--- src/omm_pkg.sv ---
`timescale 1ns / 1ps
package omm_pkg;

   localparam int CORDIC_STEPS  = 24;
   localparam int FRACTION_BITS = 16;

   localparam int XY_W   = 34;                 // Q2.30 with headroom
   localparam int Z_W    = 33;
   localparam int TRIG_W = FRACTION_BITS + 2;  // signed Q1.F plus headroom
   localparam int TRIG_SH = 30 - FRACTION_BITS;
   localparam int LAT    = CORDIC_STEPS + 5;   // phase, cordic, 3 matrix stages

   localparam logic signed [XY_W-1:0] CORDIC_GAIN = XY_W'(652032874);

   typedef enum logic [2:0] {
      REG_ORBIT_OFFSET = 3'd0,
      REG_ORBIT_VEL    = 3'd1,
      REG_ORBIT_RADIUS = 3'd2,
      REG_ORBIT_INCL   = 3'd3,
      REG_SPIN_VEL     = 3'd4,
      REG_AXIAL_TILT   = 3'd5,
      REG_BODY_SIZE    = 3'd6
   } reg_idx_type;

   typedef struct packed {
      logic [31:0] orbit_offset;
      logic [31:0] orbit_velocity;
      logic [30:0] orbit_radius;
      logic [31:0] orbit_inclination;
      logic [31:0] spin_velocity;
      logic [31:0] axial_tilt;
      logic [23:0] body_size;
   } cfg_type;

   function automatic logic signed [Z_W-1:0] atan_val(input int i);
      logic [31:0] v;
      case (i)
         0:  v = 32'h20000000;  1: v = 32'h12E4051E;  2: v = 32'h09FB385B;
         3:  v = 32'h051111D4;  4: v = 32'h028B0D43;  5: v = 32'h0145D7E1;
         6:  v = 32'h00A2F61E;  7: v = 32'h00517C55;  8: v = 32'h0028BE53;
         9:  v = 32'h00145F2F; 10: v = 32'h000A2F98; 11: v = 32'h000517CC;
         12: v = 32'h00028BE6; 13: v = 32'h000145F3; 14: v = 32'h0000A2F9;
         15: v = 32'h0000517C; 16: v = 32'h000028BE; 17: v = 32'h0000145F;
         18: v = 32'h00000A2F; 19: v = 32'h00000517; 20: v = 32'h0000028B;
         21: v = 32'h00000145; 22: v = 32'h000000A2; 23: v = 32'h00000051;
         24: v = 32'h00000028; 25: v = 32'h00000014; 26: v = 32'h0000000A;
         27: v = 32'h00000005; 28: v = 32'h00000002; 29: v = 32'h00000001;
         default: v = 32'h0;
      endcase
      return $signed({1'b0, v});
   endfunction

   // round half up by FRACTION_BITS
   function automatic logic signed [63:0] rnd(input logic signed [63:0] v);
      return (v + (64'sd1 <<< (FRACTION_BITS - 1))) >>> FRACTION_BITS;
   endfunction

   function automatic logic signed [31:0] sat32(input logic signed [63:0] v);
      logic signed [31:0] r;
      if (v > 64'sd2147483647) begin
         r = 32'sh7FFFFFFF;
      end else if (v < -64'sd2147483648) begin
         r = 32'sh80000000;
      end else begin
         r = v[31:0];
      end
      return r;
   endfunction

endpackage

--- src/omm_phase.sv ---
`timescale 1ns / 1ps
module omm_phase (
   input  logic                 clock,
   input  logic                 en,
   input  omm_pkg::cfg_type     cfg,
   input  logic [31:0]          time_ticks,
   output logic [31:0]          orbit_ph,
   output logic [31:0]          spin_ph,
   output logic [31:0]          incl_ph,
   output logic [31:0]          tilt_ph
);
   logic [31:0] orbit_ph_ff, orbit_ph_in;
   logic [31:0] spin_ph_ff, spin_ph_in;
   logic [31:0] incl_ph_ff, tilt_ph_ff;

   always_comb begin
      orbit_ph_in = 32'd0 - (cfg.orbit_offset + cfg.orbit_velocity * time_ticks);
      spin_ph_in  = cfg.spin_velocity * time_ticks;
   end

   always_ff @(posedge clock) begin
      if (en) begin
         orbit_ph_ff <= orbit_ph_in;
         spin_ph_ff  <= spin_ph_in;
         incl_ph_ff  <= cfg.orbit_inclination;
         tilt_ph_ff  <= cfg.axial_tilt;
      end
   end

   assign orbit_ph = orbit_ph_ff;
   assign spin_ph  = spin_ph_ff;
   assign incl_ph  = incl_ph_ff;
   assign tilt_ph  = tilt_ph_ff;
endmodule

--- config.mk ---
export PLATFORM = sky130hd
export DESIGN_NAME = omm_phase
export DESIGN_NICKNAME = d
export VERILOG_FILES = /design/src/omm_pkg.sv /design/src/omm_phase.sv
export SDC_FILE = /design/constraint.sdc
export NUM_CORES = 2
export LEC_CHECK = 0
export ABC_AREA = 0
export BUFFER_PORTS_ARGS = -buffer_cell sky130_fd_sc_hd__buf_2
export CORE_ASPECT_RATIO = 0.7
export CORE_MARGIN = 3
export CORE_UTILIZATION = 67
export DETAILED_ROUTE_END_ITERATION = 10
export HOLD_SLACK_MARGIN = 0.05
export PLACE_DENSITY = 0.95
export SYNTH_ARGS = -nofsm -noshare
export SYNTH_HDL_FRONTEND = slang
export SYNTH_SLANG_ARGS = --single-unit
--- constraint.sdc ---
create_clock -name clock -period 25.3 [get_ports clock]
set_input_delay 5.06 -clock clock [delete_from_list [all_inputs] [get_ports clock]]
set_output_delay 5.06 -clock clock [all_outputs]
set_load 0.02 [all_outputs]
* After elaboration in Yosys (flattened, before gate mapping)
Cells that the tools add are included.
Widths: inputs -> output; s select.
** Storage, ports and cells
- Output and inout bits :: 128
- Register bits :: 128
- Logic and storage cells :: 8
** Operators by class
- Multiply operators :: 2
- Add/subtract/negate cells :: 2
** Operators with widths (number)
- $mul 32x32->32 :: 2
- $add 32x32->32 :: 1
- $sub 1x32->32 const A :: 1

* Depth between registers and ports, before layout
- Word-level depth :: 3
- Depth in mapped cells :: 27

* Least setup slack after synthesis
No wires, ideal clock.
- Kind :: input to register
- Start :: input port time_ticks[0]
- End :: register orbit_ph_ff[31], in the netlist orbit_ph[31] (data pin)
- Library setup time :: 0.261 ns
- Required time :: 25.039 ns
- Stages on the path :: 25
- Slack :: 13.776 ns
- Arrival time :: 11.263 ns
- Path buffers :: 2
- Path through :: buf_2 > clkbuf_1 > nand2_1 > fa_1 > inv_1 > fa_1 > inv_1 > fa_1 > inv_1 > fa_1 > ha_1 > fa_1 > inv_1 > fa_1 > inv_1 > fa_1 > inv_1 > ha_1 > a21o_1 > a211oi_2 > a31oi_1 > o2111ai_1 > nand3_1 > a41oi_1 > xnor2_1
** On the way
- Word-level cells in the longest chain between the ends :: 3
** Ends and longest elaborated chain
- start, declared :: line omm_phase.sv:6 : input logic [31:0] time_ticks,
- $mul 32x32->32 :: line omm_phase.sv:17 : orbit_ph_in = 32'd0 - (cfg.orbit_offset + cfg.orbit_velocity * time_ticks);
- $add 32x32->32 :: line omm_phase.sv:17
- $sub 1x32->32 :: line omm_phase.sv:17
- via orbit_ph_in[31] :: line omm_phase.sv:12 : logic [31:0] orbit_ph_ff, orbit_ph_in;
- end signal, assigned :: line omm_phase.sv:23 : orbit_ph_ff <= orbit_ph_in;
- end, declared :: line omm_phase.sv:12
The timed path passes the listed nets, and every way through them passes these cells.
A chain may end at the register's enable or synchronous reset.

* Final worst setup path
- Start :: input port time_ticks[5]
- End :: register spin_ph_ff[30], in the netlist spin_ph[30] (data pin)
** On the way
- Word-level cells in the longest chain between the ends :: 1
** Ends and longest elaborated chain
- $mul 32x32->32 :: line omm_phase.sv:18 : spin_ph_in = cfg.spin_velocity * time_ticks;
- via spin_ph_in[30] :: line omm_phase.sv:13 : logic [31:0] spin_ph_ff, spin_ph_in;
- end signal, assigned :: line omm_phase.sv:24 : spin_ph_ff <= spin_ph_in;
- end, declared :: line omm_phase.sv:13
The timed path passes the listed nets, and every way through them passes these cells.

==> flow_metrics.env <==
export IMPL_dieWidth_um=286
export IMPL_final_antenna_net_count=0
export IMPL_synthTopCellsByArea="fa_1 46%, edfxtp_1 10%, ha_1 9.6%, inv_1 9.3%, and2_1 9.1%"
export IMPL_finalHoldViolCount=0
export IMPL_synth_edf_count=128
export IMPL_start_util_pct=68.1
export IMPL_htreeDepth=4
export IMPL_multiInputGateArea_um2=28800
export IMPL_slew_headroom_pct=11.0
export IMPL_portBuffers=321
export IMPL_via_per_inst=5.78
export IMPL_die_area_um2=57800
export IMPL_fillCellCount=3548
export IMPL_maxSlewViolCount=0
export IMPL_syn_area_per_cell_um2=9.61
export IMPL_startpoint_type="primary input"
export IMPL_netlist_area_um2=36800
export IMPL_die_h_um=202
export IMPL_seq_area_um2=3840
export IMPL_hold_start="cfg[97]"
export IMPL_hold_path_class="primary input to flop"
export IMPL_cts_root_buf="clkbuf_16"
export IMPL_holdBufCountCts=0
export IMPL_post_route_util_pct=72.7
export IMPL_cp_max_fo=54
export IMPL_drt_wl_total_mm=95.7
export IMPL_clkTransAtPathRegs_ns=0.07
export IMPL_cts_tree="built"
export IMPL_post_cts_buffers=0
export IMPL_drt_iter0_markers=2435
export IMPL_max_freq_mhz=80.1
export IMPL_layout_drive_gt1_share_pct=9.52
export IMPL_min_to="incl_ph[9]"
export IMPL_grt_pass1_vias=31210
export IMPL_synth_seq_area_share_pct=10.5
export IMPL_rows=71
export IMPL_syn_to_final_growth_pct=6.71
export IMPL_fin_cells=4740
export IMPL_finalCritPeriodShare_pct=49.4
export IMPL_grt_overflow=0
export IMPL_synthCells=3825
export IMPL_grt_setup_unrepaired="false"
export IMPL_worstPathRequired_ns=25.50
export IMPL_syn_nets=5205
export IMPL_grt_max_degree=67
export IMPL_period_minus_slack_ns=12.49
export IMPL_pin_count=377
export IMPL_synth_seq_cells=128
export IMPL_whs_path_depth=1
export IMPL_clockBufferDepth=2
export IMPL_vias=27416
export IMPL_drt_first_pass_iters=6
export IMPL_startpoint="time_ticks[5]"
export IMPL_grt_usage_pct=34.8
export IMPL_post_place_cells=4700
export IMPL_setup_viol_count_final=0
export IMPL_antenna_found_initial=5
export IMPL_synth_async_reset_ratio_pct=0
export IMPL_critPathCaptureType="flop"
export IMPL_hpwlAfterDp_mm=73.4
export IMPL_yosysUniqueCellTypes=53
export IMPL_cts_resized=0
export IMPL_status="finished, final reports clean"
export IMPL_drc=0
export IMPL_wire_per_inst_um=20.2
export IMPL_fin_tns_setup_ns=0
export IMPL_netlist_area_leader_share_pct=46.3
export IMPL_gp_congestion=0.899
export IMPL_critPathKind="primary input to flop"
export IMPL_cts_buffers=17
export IMPL_finalNetCount=5369
export IMPL_core_area_um2=54000
export IMPL_yosysTopAreaCell="fa_1"
export IMPL_synthFlopType="edfxtp_1"
export IMPL_grt_first_pass_wirelength_mm=157
export IMPL_cap_violations=0
export IMPL_clkSinkCount=128
export IMPL_worst_pin_slew_ns=1.33
export IMPL_crit_arrival_ns=12.69
export IMPL_yosys_warnings=0
through the flow:
step / hold slack, ns / cell area, um^2 / setup slack [ns]
after floorplan: 5.16 / 36800 / 13.78
after global placement: 5.24 / 38700 / 12.77
after detailed placement: 5.24 / 38700 / 12.50
after CTS: 4.75 / 39200 / 12.97
after global routing: 4.77 / 39200 / 12.48
final: 4.78 / 39200 / 12.81
cells in the mapped netlist (all sizes together) (4+ instances only):
cell	count
nand4	4
fa	850
xnor2	137
clkbuf	184
a21o	14
nand2	550
nand2b	7
xor2	37
nor2	17
and2	534
a31oi	9
nand3	9
o21a	8
nor3	11
ha	281
o21bai	10
o21ai	30
edfxtp	128
o211ai	5
a21oi	51
a211oi	4
inv	907
buf	6
critical path, cell delays in order:
cell	delay, ns
buf_2	0.92
nand2_1	0.24
fa_1	0.57
fa_1	0.53
inv_1	0.06
fa_1	0.51
inv_1	0.05
fa_1	0.46
fa_1	0.52
inv_1	0.06
ha_1	0.29
fa_1	0.49
inv_1	0.05
fa_1	0.49
inv_1	0.04
ha_1	0.36
nand2_1	0.08
a21oi_1	0.22
a21oi_1	0.15
o21ai_0	0.46
o31ai_1	0.26
a31oi_1	0.35
nor4_1	0.09
a311o_1	0.33
per-layer routing:
| layer | vias to the layer above | global-route usage (%) | part of all wire, % |
|---|---|---|---|
| li1 | 11412 | - | - |
| met5 | - | 0 | 0 |
| met3 | 389 | 7.64 | 12 |
| met1 | 13766 | 44.8 | 36 |
| met4 | 0 | 16.0 | 4.7 |
| met2 | 1849 | 57.2 | 48 |
flip-flops by register name, indices dropped and copies added, names as in the netlist:
| name | cells |
|---|---|
| spin_ph | 32 |
| tilt_ph | 32 |
| incl_ph | 32 |
| orbit_ph | 32 |
cells by family after synthesis:
family	share of synthesized area, %
AO/OA/AOI/OAI	2.77
buffers and inverters	11.2
adder cells (fa/ha/maj)	55.8
flip-flops	10.5
XOR/XNOR	4.14
AND/OR/NAND/NOR	15.6
worst max-delay path by stage:
stage                        end  slack (ns)  depth (start not counted)
floorplan           orbit_ph[31]       13.78                         25
global placement    orbit_ph[31]       12.77                         24
detailed placement  orbit_ph[31]       12.50                         25
CTS                  spin_ph[30]       12.97                         24
global route        orbit_ph[23]       12.48                         25
finish               spin_ph[30]       12.81                         24
cell type report:
cell class | instances | share of cell area [%]
clock inverter | 13 | 0.268
tap | 730 | 2.33
antenna | 8 | 0.0510
inverter | 907 | 8.68
timing repair buffer | 335 | 4.38
multi-input combinational | 2600 | 73.4
clock buffer | 19 | 1.10
sequential | 128 | 9.79
placed cells by master (no fill, tap or decap), drive strengths merged, types with 4 or more instances in the layout:
master,instances
clkbuf,19
o211ai,5
o21bai,10
a211oi,4
and2,534
nand2,550
nor3,11
a21o,14
edfxtp,128
xnor2,137
buf,335
nand3,9
o21ai,30
inv,913
a31oi,9
clkinv,4
a21oi,51
nand4,4
xor2,37
fa,850
diode,8
nand2b,7
o21a,8
nor2,17
ha,281
Power is left out: the tool's default activity adds up to more than one toggle a clock period on the data nets, which glitch-free logic cannot reach.
